## src/rtl/ldtu_pkg.sv

```systemverilog
// Shared constants and the month table for the local date to UTC seconds unit.
`default_nettype none

package ldtu_pkg;

    localparam int unsigned YearW   = 12;
    localparam int unsigned MonthW  = 4;
    localparam int unsigned DayW    = 5;
    localparam int unsigned HourW   = 5;
    localparam int unsigned MinuteW = 6;
    localparam int unsigned SecondW = 6;
    localparam int unsigned ZoneW   = 17;
    localparam int unsigned UtcW    = 33;

    localparam logic [YearW-1:0]  EpochYear  = 12'd1970;
    localparam logic [MonthW-1:0] AprilIdx   = 4'd3;
    localparam logic [MonthW-1:0] OctoberIdx = 4'd9;

    // (4 + days before the month's reference day) mod 7, for April 1 and October 31
    localparam logic [YearW-1:0] AprilWdayK   = 12'd3;
    localparam logic [YearW-1:0] OctoberWdayK = 12'd6;

    localparam logic [8:0] AprilFirstYday   = 9'd90;
    localparam logic [8:0] OctoberLastYday  = 9'd303;

    // Register indexes of the configuration port
    typedef enum logic [0:0] {
        CFG_ZONE_OFFSET_WEST = 1'b0,
        CFG_DST_ENABLED      = 1'b1
    } t_cfg_idx;

    // Days before the start of each month, non-leap year, index 0 is January
    function automatic logic [8:0] days_before_month(input logic [MonthW-1:0] mi);
        logic [8:0] d;
        unique case (mi)
            4'd0:    d = 9'd0;
            4'd1:    d = 9'd31;
            4'd2:    d = 9'd59;
            4'd3:    d = 9'd90;
            4'd4:    d = 9'd120;
            4'd5:    d = 9'd151;
            4'd6:    d = 9'd181;
            4'd7:    d = 9'd212;
            4'd8:    d = 9'd243;
            4'd9:    d = 9'd273;
            4'd10:   d = 9'd304;
            4'd11:   d = 9'd334;
            default: d = 9'd365;
        endcase
        return d;
    endfunction

endpackage

`default_nettype wire

```

## src/rtl/local_date_to_utc_seconds_unit.sv

```systemverilog
// Top level: pipelined local calendar date and time to UTC seconds converter.
`default_nettype none

// Converts a local date and time into seconds since 1970-01-01 UTC, adding the
// configured zone offset (seconds west) and, when enabled, subtracting one hour
// under the old US daylight saving rule (all of May to September, April from the
// first Sunday 02:00, October through the last Sunday 02:00). Years before 1970
// return -1 with o_before_epoch set. The unit is a six-stage pipeline with a
// register at each stage, and one transaction can be accepted every cycle while
// the output is not stalled. Stalls on the output ripple back stage by stage, so
// empty stages keep filling while the output waits. Configuration writes take
// effect immediately and should only be issued while the pipeline is empty.
module local_date_to_utc_seconds_unit (
    input  wire                          i_clk,
    input  wire                          i_rst_n,
    // configuration
    input  wire                          i_cfg_wr_en,
    input  wire [0:0]                    i_cfg_index,
    input  wire [ldtu_pkg::ZoneW-1:0]    i_cfg_wdata,
    // input transactions
    input  wire                          i_valid,
    output logic                         o_ready,
    input  wire [ldtu_pkg::YearW-1:0]    i_year,
    input  wire [ldtu_pkg::MonthW-1:0]   i_month,
    input  wire [ldtu_pkg::DayW-1:0]     i_day,
    input  wire [ldtu_pkg::HourW-1:0]    i_hour,
    input  wire [ldtu_pkg::MinuteW-1:0]  i_minute,
    input  wire [ldtu_pkg::SecondW-1:0]  i_second,
    // result transactions
    output logic                         o_valid,
    input  wire                          i_ready,
    output logic signed [ldtu_pkg::UtcW-1:0] o_utc_seconds,
    output logic                         o_before_epoch,
    output logic                         o_dst_applied
);
    import ldtu_pkg::*;

    // ------------------------------------------------------------------
    // Configuration registers
    // ------------------------------------------------------------------
    logic signed [ZoneW-1:0] r_zone_offset_west;
    logic                    r_dst_enabled;

    always_ff @(posedge i_clk) begin
        if (!i_rst_n) begin
            r_zone_offset_west <= '0;
            r_dst_enabled      <= 1'b0;
        end else if (i_cfg_wr_en) begin
            unique case (t_cfg_idx'(i_cfg_index))
                CFG_ZONE_OFFSET_WEST: r_zone_offset_west <= $signed(i_cfg_wdata);
                CFG_DST_ENABLED:      r_dst_enabled      <= i_cfg_wdata[0];
                default:              r_dst_enabled      <= r_dst_enabled;
            endcase
        end
    end

    // ------------------------------------------------------------------
    // Stage valids and per-stage advance
    // ------------------------------------------------------------------
    logic [5:0] r_vld;
    logic [5:0] en;

    always_comb begin
        en[5] = !r_vld[5] || i_ready;
        en[4] = !r_vld[4] || en[5];
        en[3] = !r_vld[3] || en[4];
        en[2] = !r_vld[2] || en[3];
        en[1] = !r_vld[1] || en[2];
        en[0] = !r_vld[0] || en[1];
    end

    assign o_ready = en[0];

    always_ff @(posedge i_clk) begin
        if (!i_rst_n) begin
            r_vld <= '0;
        end else begin
            if (en[0]) r_vld[0] <= i_valid;
            if (en[1]) r_vld[1] <= r_vld[0];
            if (en[2]) r_vld[2] <= r_vld[1];
            if (en[3]) r_vld[3] <= r_vld[2];
            if (en[4]) r_vld[4] <= r_vld[3];
            if (en[5]) r_vld[5] <= r_vld[4];
        end
    end

    // ------------------------------------------------------------------
    // Stage 1: year offset, clamped month, day of year, hour-minute
    // ------------------------------------------------------------------
    logic [MonthW-1:0]       mon_c;
    logic [MonthW-1:0]       mi_c;
    logic                    leap_c;
    logic signed [9:0]       yday_c;
    logic [10:0]             hm_c;

    logic                    r1_before;
    logic [YearW-1:0]        r1_ye;
    logic                    r1_leap;
    logic signed [9:0]       r1_yday;
    logic [10:0]             r1_hm;
    logic [SecondW-1:0]      r1_second;
    logic                    r1_apr;
    logic                    r1_oct;
    logic                    r1_summer;

    always_comb begin
        priority if (i_month == 4'd0) begin
            mon_c = 4'd1;
        end else if (i_month > 4'd12) begin
            mon_c = 4'd12;
        end else begin
            mon_c = i_month;
        end
        mi_c   = mon_c - 4'd1;
        leap_c = (i_year[1:0] == 2'b00);
        yday_c = $signed({1'b0, days_before_month(mi_c)})
               + $signed({5'b0, i_day})
               - 10'sd1
               + $signed({9'b0, (leap_c && (mi_c > 4'd1))});
        hm_c   = {6'b0, i_hour} * 11'd60 + {5'b0, i_minute};
    end

    always_ff @(posedge i_clk) begin
        if (en[0]) begin
            r1_before <= (i_year < EpochYear);
            r1_ye     <= i_year - EpochYear;
            r1_leap   <= leap_c;
            r1_yday   <= yday_c;
            r1_hm     <= hm_c;
            r1_second <= i_second;
            r1_apr    <= (mi_c == AprilIdx);
            r1_oct    <= (mi_c == OctoberIdx);
            r1_summer <= (mi_c > AprilIdx) && (mi_c < OctoberIdx);
        end
    end

    // ------------------------------------------------------------------
    // Stage 2: days since epoch, seconds of day, weekday sum
    // ------------------------------------------------------------------
    logic [12:0]             ye_p1_c;
    logic [10:0]             leaps_c;
    logic signed [20:0]      days_c;
    logic [16:0]             sod_c;
    logic [YearW-1:0]        wsum_c;

    logic                    r2_before;
    logic                    r2_leap;
    logic signed [9:0]       r2_yday;
    logic signed [20:0]      r2_days;
    logic [16:0]             r2_sod;
    logic [YearW-1:0]        r2_wsum;
    logic                    r2_apr;
    logic                    r2_oct;
    logic                    r2_summer;

    always_comb begin
        ye_p1_c = {1'b0, r1_ye} + 13'd1;
        leaps_c = ye_p1_c[12:2];
        days_c  = $signed({9'b0, r1_ye} * 21'd365)
                + $signed({10'b0, leaps_c})
                + {{11{r1_yday[9]}}, r1_yday};
        sod_c   = {6'b0, r1_hm} * 17'd60 + {11'b0, r1_second};
        // 365 = 1 mod 7, so the weekday needs only ye plus the leap count
        wsum_c  = r1_ye + {1'b0, leaps_c} + {11'b0, r1_leap}
                + (r1_apr ? AprilWdayK : OctoberWdayK);
    end

    always_ff @(posedge i_clk) begin
        if (en[1]) begin
            r2_before <= r1_before;
            r2_leap   <= r1_leap;
            r2_yday   <= r1_yday;
            r2_days   <= days_c;
            r2_sod    <= sod_c;
            r2_wsum   <= wsum_c;
            r2_apr    <= r1_apr;
            r2_oct    <= r1_oct;
            r2_summer <= r1_summer;
        end
    end

    // ------------------------------------------------------------------
    // Stage 3: scale days to seconds, weekday mod 7
    // ------------------------------------------------------------------
    logic signed [38:0]      prod_c;
    logic [4:0]              oct_sum_c;
    logic [3:0]              fold_c;
    logic [2:0]              wday_c;

    logic                    r3_before;
    logic                    r3_leap;
    logic signed [9:0]       r3_yday;
    logic signed [UtcW-1:0]  r3_prod;
    logic [16:0]             r3_sod;
    logic [2:0]              r3_wday;
    logic                    r3_apr;
    logic                    r3_oct;
    logic                    r3_summer;

    always_comb begin
        prod_c    = r2_days * 39'sd86400;
        // 8 = 1 mod 7: sum the octal digits, fold once more, then one correction
        oct_sum_c = {2'b0, r2_wsum[2:0]} + {2'b0, r2_wsum[5:3]}
                  + {2'b0, r2_wsum[8:6]} + {2'b0, r2_wsum[11:9]};
        fold_c    = {1'b0, oct_sum_c[2:0]} + {2'b0, oct_sum_c[4:3]};
        wday_c    = (fold_c >= 4'd7) ? 3'(fold_c - 4'd7) : fold_c[2:0];
    end

    always_ff @(posedge i_clk) begin
        if (en[2]) begin
            r3_before <= r2_before;
            r3_leap   <= r2_leap;
            r3_yday   <= r2_yday;
            r3_prod   <= prod_c[UtcW-1:0];
            r3_sod    <= r2_sod;
            r3_wday   <= wday_c;
            r3_apr    <= r2_apr;
            r3_oct    <= r2_oct;
            r3_summer <= r2_summer;
        end
    end

    // ------------------------------------------------------------------
    // Stage 4: switchover Sunday and day distance to it
    // ------------------------------------------------------------------
    logic [8:0]              bday_c;
    logic signed [9:0]       ddiff_c;

    logic                    r4_before;
    logic signed [6:0]       r4_ddiff;
    logic signed [UtcW-1:0]  r4_prod;
    logic [16:0]             r4_sod;
    logic                    r4_apr;
    logic                    r4_oct;
    logic                    r4_summer;

    always_comb begin
        if (r3_apr) begin
            // first Sunday on or after April 1
            bday_c = AprilFirstYday + {8'b0, r3_leap}
                   + ((r3_wday == 3'd0) ? 9'd0 : {6'b0, 3'(3'd7 - r3_wday)});
        end else begin
            // last Sunday on or before October 31
            bday_c = OctoberLastYday + {8'b0, r3_leap} - {6'b0, r3_wday};
        end
        ddiff_c = r3_yday - $signed({1'b0, bday_c});
    end

    always_ff @(posedge i_clk) begin
        if (en[3]) begin
            r4_before <= r3_before;
            r4_ddiff  <= ddiff_c[6:0];
            r4_prod   <= r3_prod;
            r4_sod    <= r3_sod;
            r4_apr    <= r3_apr;
            r4_oct    <= r3_oct;
            r4_summer <= r3_summer;
        end
    end

    // ------------------------------------------------------------------
    // Stage 5: DST decision, zone offset
    // ------------------------------------------------------------------
    logic signed [23:0]      rel_c;
    logic                    applied_c;

    logic                    r5_before;
    logic                    r5_applied;
    logic signed [UtcW-1:0]  r5_sum;
    logic [16:0]             r5_sod;

    always_comb begin
        // seconds from the 02:00 switchover instant to now
        rel_c     = {{17{r4_ddiff[6]}}, r4_ddiff} * 24'sd86400
                  + $signed({7'b0, r4_sod}) - 24'sd7200;
        applied_c = r_dst_enabled && !r4_before
                 && (r4_summer || (r4_apr && !rel_c[23])
                     || (r4_oct && (rel_c[23] || (rel_c == 24'sd0))));
    end

    always_ff @(posedge i_clk) begin
        if (en[4]) begin
            r5_before  <= r4_before;
            r5_applied <= applied_c;
            r5_sum     <= r4_prod + {{(UtcW-ZoneW){r_zone_offset_west[ZoneW-1]}},
                                     r_zone_offset_west};
            r5_sod     <= r4_sod;
        end
    end

    // ------------------------------------------------------------------
    // Stage 6: final result, output register
    // ------------------------------------------------------------------
    logic signed [UtcW-1:0]  r6_utc;
    logic                    r6_before;
    logic                    r6_applied;

    always_ff @(posedge i_clk) begin
        if (en[5]) begin
            r6_before  <= r5_before;
            r6_applied <= r5_applied;
            if (r5_before) begin
                r6_utc <= '1;
            end else begin
                r6_utc <= r5_sum + $signed({16'b0, r5_sod})
                        - (r5_applied ? 33'sd3600 : 33'sd0);
            end
        end
    end

    assign o_valid        = r_vld[5];
    assign o_utc_seconds  = r6_utc;
    assign o_before_epoch = r6_before;
    assign o_dst_applied  = r6_applied;

endmodule

`default_nettype wire

```

## config.mk

```make
export PLATFORM = sky130hd
export DESIGN_NAME = local_date_to_utc_seconds_unit
export DESIGN_NICKNAME = d
export VERILOG_FILES = /design/src/rtl/ldtu_pkg.sv /design/src/rtl/local_date_to_utc_seconds_unit.sv
export SDC_FILE = /design/constraint.sdc
export NUM_CORES = 1
export LEC_CHECK = 0
export BUFFER_PORTS_ARGS = -buffer_cell sky130_fd_sc_hd__clkbuf_2
export CAP_MARGIN = 20
export CORE_AREA = 2 2 235 329
export CTS_BUF_LIST = sky130_fd_sc_hd__clkbuf_16
export DETAILED_ROUTE_END_ITERATION = 10
export DIE_AREA = 0 0 237 331
export GPL_TIMING_DRIVEN = 0
export SETUP_SLACK_MARGIN = 0.5
export SLEW_MARGIN = 40
export SYNTH_ARGS = -nofsm -noshare
export SYNTH_HDL_FRONTEND = slang
export SYNTH_SLANG_ARGS = --single-unit
```

## constraint.sdc

```tcl
create_clock -name i_clk -period 5.3 [get_ports i_clk]
set_input_delay 0.795 -clock i_clk [delete_from_list [all_inputs] [get_ports i_clk]]
set_output_delay 0.795 -clock i_clk [all_outputs]
set_load 0.01 [all_outputs]
```

# [Word level (Yosys, flattened, before mapping)]
# Memories as Yosys holds them, arrays and structs flattened.
# Index checks and enable logic that the tools add are counted.
[word_totals] regBits=329 romBits=144 inputBits=61 out_inout_bits=37 word_cells=129 n_memories=1
[memory_table] name="(no name shown)" words=16 word_bits=9 rd=1 rd_clocked_by_memory_dff=0 write_ports=0 line="ldtu_pkg.sv:35" source="unique case (mi)"
[classes] add_sub_neg=29 mul=5 order_cmp=6 n_eq_ne=2 n_mux=7 n_bitwise=1 reduce_logical=29
[op_table] operator="$add A33 B18 Y33" count=1
[op_table] operator="$add A33 B33 Y33" count=1
[op_table] operator="$sub A33 B13 Y33" count=1
[op_table] operator="$mul A21 B11 Y26 const B" count=1
[op_table] operator="$add A24 B17 Y24" count=1
[op_table] operator="$logic_not A24 Y1" count=1
[op_table] operator="$mul A24 B10 Y17 const B" count=1
[op_table] operator="$sub A24 B13 Y24 const B" count=1
[op_table] operator="$add A21 B11 Y21" count=1
[op_table] operator="$add A21 B21 Y21" count=1
[op_table] operator="$mul A12 B9 Y21 const B" count=1
[op_table] operator="$add A17 B6 Y17" count=1
[op_table] operator="$mul A11 B4 Y15 const B" count=1
[op_table] operator="$add A12 B1 Y13 const B" count=1
[op_table] operator="$add A12 B1 Y12" count=1
[op_table] operator="$add A12 B11 Y12" count=1
[op_table] operator="$add A12 B3 Y12" count=1
[op_table] operator="$lt A12 B11 Y1 const B" count=1
[op_table] operator="$mux W12" count=1
[op_table] operator="$sub A12 B11 Y12 const B" count=1
[op_table] operator="$add A11 B6 Y11" count=1
[op_table] operator="$add A10 B2 Y10" count=1
[op_table] operator="$add A9 B5 Y10" count=1
[op_table] operator="$sub A10 B2 Y10 const B" count=1
[op_table] operator="other kinds (31)" count=55

# [Logic depth before layout (Yosys ltp)]
[logic_depth] ltp_word=8 ltp_mapped=26

# [Least setup slack after synthesis]
# OpenSTA, ideal clock, no wires.
[synth_timing] path_kind="reg-to-reg" start="reg r4_ddiff[6]" end="reg r5_applied (data pin)" arrival_time_ps=5540 required_time_ps=5041 slack_ps=-500 stages_incl_launch_ff=26 n_path_buf=1 period_less_slack_ps=5800 path_cell_list="edfxtp_1 > clkbuf_1 > inv_1 > fa_1 > inv_1 > ha_1 > inv_1 > fa_1 > inv_1 > ha_1 > nor3_2 > o2111a_1 > nor2_1 > xnor2_1 > ha_1 > inv_1 > ha_1 > o21a_1 > nor3b_1 > a221oi_1 > nor2_1 > a211oi_1 > a21oi_1 > xnor2_1 > a31oi_1 > a21oi_1"
[synth_via] elab_chain_len=8 elab_cells_between_ends=11 classes_between="add/sub: 2; mul: 1; reduce/logical: 8"
[synth_lines] element="from (decl)" line="local_date_to_utc_seconds_unit.sv:230" source="logic signed [6:0] r4_ddiff;"
[synth_lines] element="from (signal assigned)" line="local_date_to_utc_seconds_unit.sv:252" source="r4_ddiff <= ddiff_c[6:0];"
[synth_lines] element="$mul A24 B10 Y17 *" line="local_date_to_utc_seconds_unit.sv:274" source="rel_c = {{17{r4_ddiff[6]}}, r4_ddiff} * 24'sd86400"
[synth_lines] element="$add A24 B17 Y24 *" line="local_date_to_utc_seconds_unit.sv:275" source="+ $signed({7'b0, r4_sod}) - 24'sd7200;"
[synth_lines] element="$sub A24 B13 Y24 *" line="local_date_to_utc_seconds_unit.sv:275"
[synth_lines] element="$logic_not A24 Y1 / $logic_not A1 Y1 (equally long branches)" line="local_date_to_utc_seconds_unit.sv:278, local_date_to_utc_seconds_unit.sv:277"
[synth_lines] element="$logic_or A1 B1 Y1 / $logic_and A1 B1 Y1 (equally long branches)" line="local_date_to_utc_seconds_unit.sv:278, local_date_to_utc_seconds_unit.sv:277"
[synth_lines] element="$logic_and A1 B1 Y1 / $logic_or A1 B1 Y1 (equally long branches)" line="local_date_to_utc_seconds_unit.sv:278, local_date_to_utc_seconds_unit.sv:277"
[synth_lines] element="$logic_or A1 B1 Y1 *" line="local_date_to_utc_seconds_unit.sv:278" source="|| (r4_oct && (rel_c[23] || (rel_c == 24'sd0))));"
[synth_lines] element="$logic_and A1 B1 Y1 *" line="local_date_to_utc_seconds_unit.sv:277" source="&& (r4_summer || (r4_apr && !rel_c[23])"
[synth_lines] element="net applied_c" line="local_date_to_utc_seconds_unit.sv:265" source="logic applied_c;"
[synth_lines] element="to (signal assigned)" line="local_date_to_utc_seconds_unit.sv:284" source="r5_applied <= applied_c;"
[synth_lines] element="to (decl)" line="local_date_to_utc_seconds_unit.sv:268" source="logic r5_applied;"
# The timed path passes the listed nets; every way through them passes the cells marked *.
# A chain may end at the register's enable or synchronous reset.

# [Worst setup path after layout]
[layout_timing] start="reg r4_ddiff[1]" end="reg r5_applied (data pin)"
# The elaborated chain is that of the path after synthesis.

==> results <==
- The worst clock skew is 0.02396 ns.
- In this run the worst hold path is classified as reg -> reg.
- In this run the tool buffered the top-level ports with 97 buffer cells.
- The H-tree depth reported by CTS is 2.
- The number of synthesized register bits is 329.
- The final hold violation count is 0.
- The residual DRC count is 0.
- Counting flops with an async set or reset pin after synthesis yields a share of 0%.
- For this configuration, the core starts out at a cell density of 34.85%.
- The count of nets left with antenna violations once routing finished came out at 0.
- At the end of routability-driven placement, the weighted congestion stood at 0.8439.
- Yosys printed 0 warnings.
- Setup repair after global routing could not meet its margin everywhere.
- The worst setup path is launched from a flop.
- On the critical path, the stage with the largest delay is an instance of sky130_fd_sc_hd__fa_1.
- The number of global-route vias before repair is 17600.
- The overall global routing resource usage is 13.23%.
- Hold repair after CTS inserted 0 buffers.
- A synthesized cell averages 11.01 sq um.
- The transition time of the tightest slew-check pin is 0.7107 ns.
- For the worst-skew pair, the clock arrives at the later sink with an insertion delay of 0.56 ns.
- Once routing completed, OpenROAD measured the worst setup slack at -0.1553 ns.
- The signal on the critical path passes through ha_4 -> inv_2 -> fa_1 -> inv_1 -> fa_1 -> ha_1 -> inv_1 -> fa_1 -> inv_2 -> ha_4 -> a21o_1 -> a21oi_2 -> nor2b_4 -> xnor2_2 -> inv_2 -> ha_4 -> nand3_4 -> o31ai_4 -> o21ai_2 -> o221ai_2 -> xor2_1 -> mux2i_1 -> a21oi_2.
- The clock period minus final worst setup slack is 5.455 ns.
- The core region area is 0.07519 sq mm.
- The proportion of synthesized chip area in sequential cells is 36.79%.
- The HPWL after detailed placement is 41450 um.
- The clock edge transition at the registers on the reported setup and hold paths is 0.06 ns.
- The largest fanout of any net on the critical path is 4.
- The row count is 119.
- The tree is rooted in a sky130_fd_sc_hd__clkbuf_16.
- The die is 237 um wide.
- The number of buffers on the longest clock path is 3.
- The count of buffer and inverter cells on the critical path is 5.
- On the worst path, the slowest cell contributes a delay of 0.49 ns.
- In this run, synthesis inferred 305 flip-flops with an integrated enable.
- The checks that failed: negative setup slack.
- The worst setup path is captured at a flop.
- The number of primary I/O pins is 98.
- The leftover overflow at the end of global routing is 0.
- The cell area after synthesis is 0.02620 sq mm.
- Setup violations remaining at the end of the flow were counted as 1.
- For this run, the top clock speed supported by timing is 183.3 MHz.
- Timing analysis after detailed placement gives a worst setup slack of -1.341 ns.
- The class of the most critical setup path is reg -> reg.
- The critical path depth is 23.
- The part of the cycle the worst path needs is 102.9%.
- The height of the die is 331 um.
- The max-slew violation total from the final report is 0.
- The wire length of the first global-routing pass is 84460 um.
- The total clock buffers created by CTS is 36.
- The area growth from synthesis to layout is 16.15%.
- The synthesized netlist net count is 2998.
- On the critical path the largest part of the delay comes from adder cells.
- CTS saw 329 sinks.
- The initial antenna violation count is 0.
- After detailed routing, the total wire length is 51110 um.
- The count of cell types in the netlist is 70.
- The repair_antennas step left the layout with diodes totalling 0.
- The number of nets in the layout is 3209.
- The max-cap check violation count is 0.
- STA puts the critical path data required time at 5.59 ns.
- Headroom to the max-slew limit came out at 52.49%.
- Entering global routing, the biggest net connects 46 pins.
- TritonCTS built the clock tree.
- The cell count after synthesis is 2380.
- The number of stages on the worst hold path is 0.
- The flow ran to the end, but the final reports show violations.
- Using the TritonRoute via totals, the vias-per-cell ratio works out to 4.681.
- The number of vias in the routed layout is 16780.
- The data arrival time of the critical path is 5.74 ns.
- The die area is 0.07845 sq mm.
- The first detailed-routing pass ran for 5 iterations.
- The layout has 6991 filler cells.
- The commonest register cell after synthesis is sky130_fd_sc_hd__edfxtp_1.
- For this block, the initial DRC count from the detailed router was 535.
- The mean routed wirelength per cell is 14.26 um.
- In the final layout, the share of cells above drive strength 1 is 13.83%.
- The depth of the worst register-to-register path is 23.
metal layers:
| metal | global-route usage, % | vias to the layer above | share of wire, % |
|---|---|---|---|
| met5 | 0 | - | 0 |
| met4 | 5.875 | 0 | 4.1 |
| met3 | 1.704 | 98 | 2.6 |
| met2 | 26.54 | 188 | 55 |
| met1 | 13.54 | 7987 | 38 |
| li1 | - | 8508 | - |
synth_stat cells (4+ instances only):
cell | instances | area (sq um)
sky130_fd_sc_hd__and3_1 | 16 | 100.1
sky130_fd_sc_hd__a211oi_1 | 10 | 75.07
sky130_fd_sc_hd__nand3b_1 | 7 | 52.55
sky130_fd_sc_hd__mux2i_1 | 8 | 80.08
sky130_fd_sc_hd__xor2_1 | 68 | 595.6
sky130_fd_sc_hd__a21oi_1 | 118 | 590.6
sky130_fd_sc_hd__nand3_1 | 30 | 150.1
sky130_fd_sc_hd__o21a_1 | 31 | 232.7
sky130_fd_sc_hd__nor4_1 | 4 | 25.02
sky130_fd_sc_hd__a41oi_1 | 4 | 35.03
sky130_fd_sc_hd__nor3_1 | 36 | 180.2
sky130_fd_sc_hd__o211ai_1 | 10 | 75.07
sky130_fd_sc_hd__or3_1 | 6 | 37.54
sky130_fd_sc_hd__and2_1 | 9 | 56.30
sky130_fd_sc_hd__nor2_1 | 82 | 307.8
sky130_fd_sc_hd__o21ai_0 | 57 | 285.3
sky130_fd_sc_hd__a21oi_2 | 4 | 35.03
sky130_fd_sc_hd__ha_1 | 386 | 4830
sky130_fd_sc_hd__o21bai_1 | 12 | 90.09
sky130_fd_sc_hd__nand4_1 | 8 | 50.05
sky130_fd_sc_hd__xnor2_1 | 134 | 1174
sky130_fd_sc_hd__or2_2 | 10 | 62.56
sky130_fd_sc_hd__o31ai_1 | 7 | 52.55
sky130_fd_sc_hd__edfxtp_1 | 305 | 9159
sky130_fd_sc_hd__o21ai_1 | 8 | 40.04
sky130_fd_sc_hd__nand2b_1 | 16 | 100.1
sky130_fd_sc_hd__nand2_1 | 123 | 461.7
sky130_fd_sc_hd__nor2b_1 | 34 | 212.7
sky130_fd_sc_hd__dfxtp_1 | 24 | 480.5
sky130_fd_sc_hd__clkbuf_1 | 13 | 48.80
sky130_fd_sc_hd__a31oi_1 | 16 | 100.1
sky130_fd_sc_hd__a21boi_0 | 28 | 210.2
sky130_fd_sc_hd__o31a_1 | 5 | 43.79
sky130_fd_sc_hd__a21o_1 | 64 | 480.5
sky130_fd_sc_hd__inv_1 | 463 | 1738
sky130_fd_sc_hd__fa_1 | 171 | 3423
worst register-to-register path, cell delays in order, from the launching register on:
cell	delay (ns)
sky130_fd_sc_hd__edfxtp_1	0.45
sky130_fd_sc_hd__ha_4	0.30
sky130_fd_sc_hd__inv_2	0.04
sky130_fd_sc_hd__fa_1	0.47
sky130_fd_sc_hd__inv_1	0.05
sky130_fd_sc_hd__fa_1	0.44
sky130_fd_sc_hd__ha_1	0.28
sky130_fd_sc_hd__inv_1	0.04
sky130_fd_sc_hd__fa_1	0.49
sky130_fd_sc_hd__inv_2	0.05
sky130_fd_sc_hd__ha_4	0.26
sky130_fd_sc_hd__a21o_1	0.17
sky130_fd_sc_hd__a21oi_2	0.17
sky130_fd_sc_hd__nor2b_4	0.18
sky130_fd_sc_hd__xnor2_2	0.13
sky130_fd_sc_hd__inv_2	0.07
sky130_fd_sc_hd__ha_4	0.28
sky130_fd_sc_hd__nand3_4	0.07
sky130_fd_sc_hd__o31ai_4	0.32
sky130_fd_sc_hd__o21ai_2	0.11
sky130_fd_sc_hd__o221ai_2	0.20
sky130_fd_sc_hd__xor2_1	0.19
sky130_fd_sc_hd__mux2i_1	0.29
sky130_fd_sc_hd__a21oi_2	0.15
metrics by stage:
step                TNS [ns]  util [%]  area [sq um]  instances  hold slack [ns]
finish               -0.1553     40.48         30440       3585           0.4036
global route         -0.4649     40.48         30440       3585           0.3906
CTS                  -0.2831     40.07         30130       3566           0.3815
detailed placement    -2.196     37.43         28150       3450           0.4045
global placement      -1.912     37.24         28000       3445           0.4023
floorplan            -0.1382         -         26310       2380           0.4003
registers in the layout, summed over array words and instances (netlist names), 12 cells and up:
register,cells
r5_sum,33
r2_wsum,12
r2_sod,17
r5_sod,17
r3_prod,26
r1_ye,12
r3_sod,17
o_utc_seconds,33
r4_prod,26
r_zone_offset_west,17
r4_sod,17
r2_days,21
cells by family (layout without fill, tap and decap cells):
group,count (synthesis),count (layout),synth area share (%)
AO/OA/AOI/OAI,409,409,10.29
XOR/XNOR,205,205,6.962
adder cells (fa/ha/maj),557,557,31.50
buffers and inverters,477,714,6.833
flip-flops,329,329,36.79
multiplexers,11,11,0.4345
AND/OR/NAND/NOR,392,392,7.201
layout make-up:
class	instances	area [sq um]	share of cell area, %
clock buffers	37	925.9	3.042
plain buffers	14	62.56	0.2056
well taps	968	1211	3.979
repair buffers	173	1141	3.749
flip-flops and latches	329	9641	31.68
inverters	463	1749	5.747
multi-input cells	1574	15460	50.79
clock inverters	27	246.5	0.8099
path summary, 6_finish.rpt:
check | endpoint | slack [ns] | from
hold reg to reg | r4_prod[17] | 0.40 | r3_prod[17]
hold / removal | r4_prod[17] | 0.40 | r3_prod[17]
setup reg to reg | r5_applied | -0.16 | r4_ddiff[1]
setup / recovery | r5_applied | -0.16 | r4_ddiff[1]
timing repair:
item	CTS	global route
endpoints found under the setup margin	15	16
gates resized for setup	64	32
setup buffers	52	19
pin swaps	51	57
layout by cell type, fill, tap and decap left out, types with 10 or more instances in the layout:
cell type,count
sky130_fd_sc_hd__nor3_1,34
sky130_fd_sc_hd__a21o_1,64
sky130_fd_sc_hd__xnor2_1,125
sky130_fd_sc_hd__xnor2_2,11
sky130_fd_sc_hd__and3_1,15
sky130_fd_sc_hd__dfxtp_1,23
sky130_fd_sc_hd__buf_4,65
sky130_fd_sc_hd__ha_4,24
sky130_fd_sc_hd__clkbuf_1,12
sky130_fd_sc_hd__o21bai_1,12
sky130_fd_sc_hd__a21oi_2,13
sky130_fd_sc_hd__nand3_1,26
sky130_fd_sc_hd__nor2_1,77
sky130_fd_sc_hd__o21ai_0,55
sky130_fd_sc_hd__nand2b_1,16
sky130_fd_sc_hd__a21boi_0,28
sky130_fd_sc_hd__o211ai_1,10
sky130_fd_sc_hd__a21oi_1,108
sky130_fd_sc_hd__inv_1,455
sky130_fd_sc_hd__fa_1,168
sky130_fd_sc_hd__o21a_1,31
sky130_fd_sc_hd__inv_2,10
sky130_fd_sc_hd__xor2_1,67
sky130_fd_sc_hd__nor2b_1,33
sky130_fd_sc_hd__nand2_1,121
sky130_fd_sc_hd__edfxtp_1,305
sky130_fd_sc_hd__clkbuf_16,37
sky130_fd_sc_hd__clkbuf_2,97
sky130_fd_sc_hd__ha_1,360
sky130_fd_sc_hd__a31oi_1,13
Power is left out: the tool's default activity adds up to more than one toggle a clock period on the data nets, which glitch-free logic cannot reach.
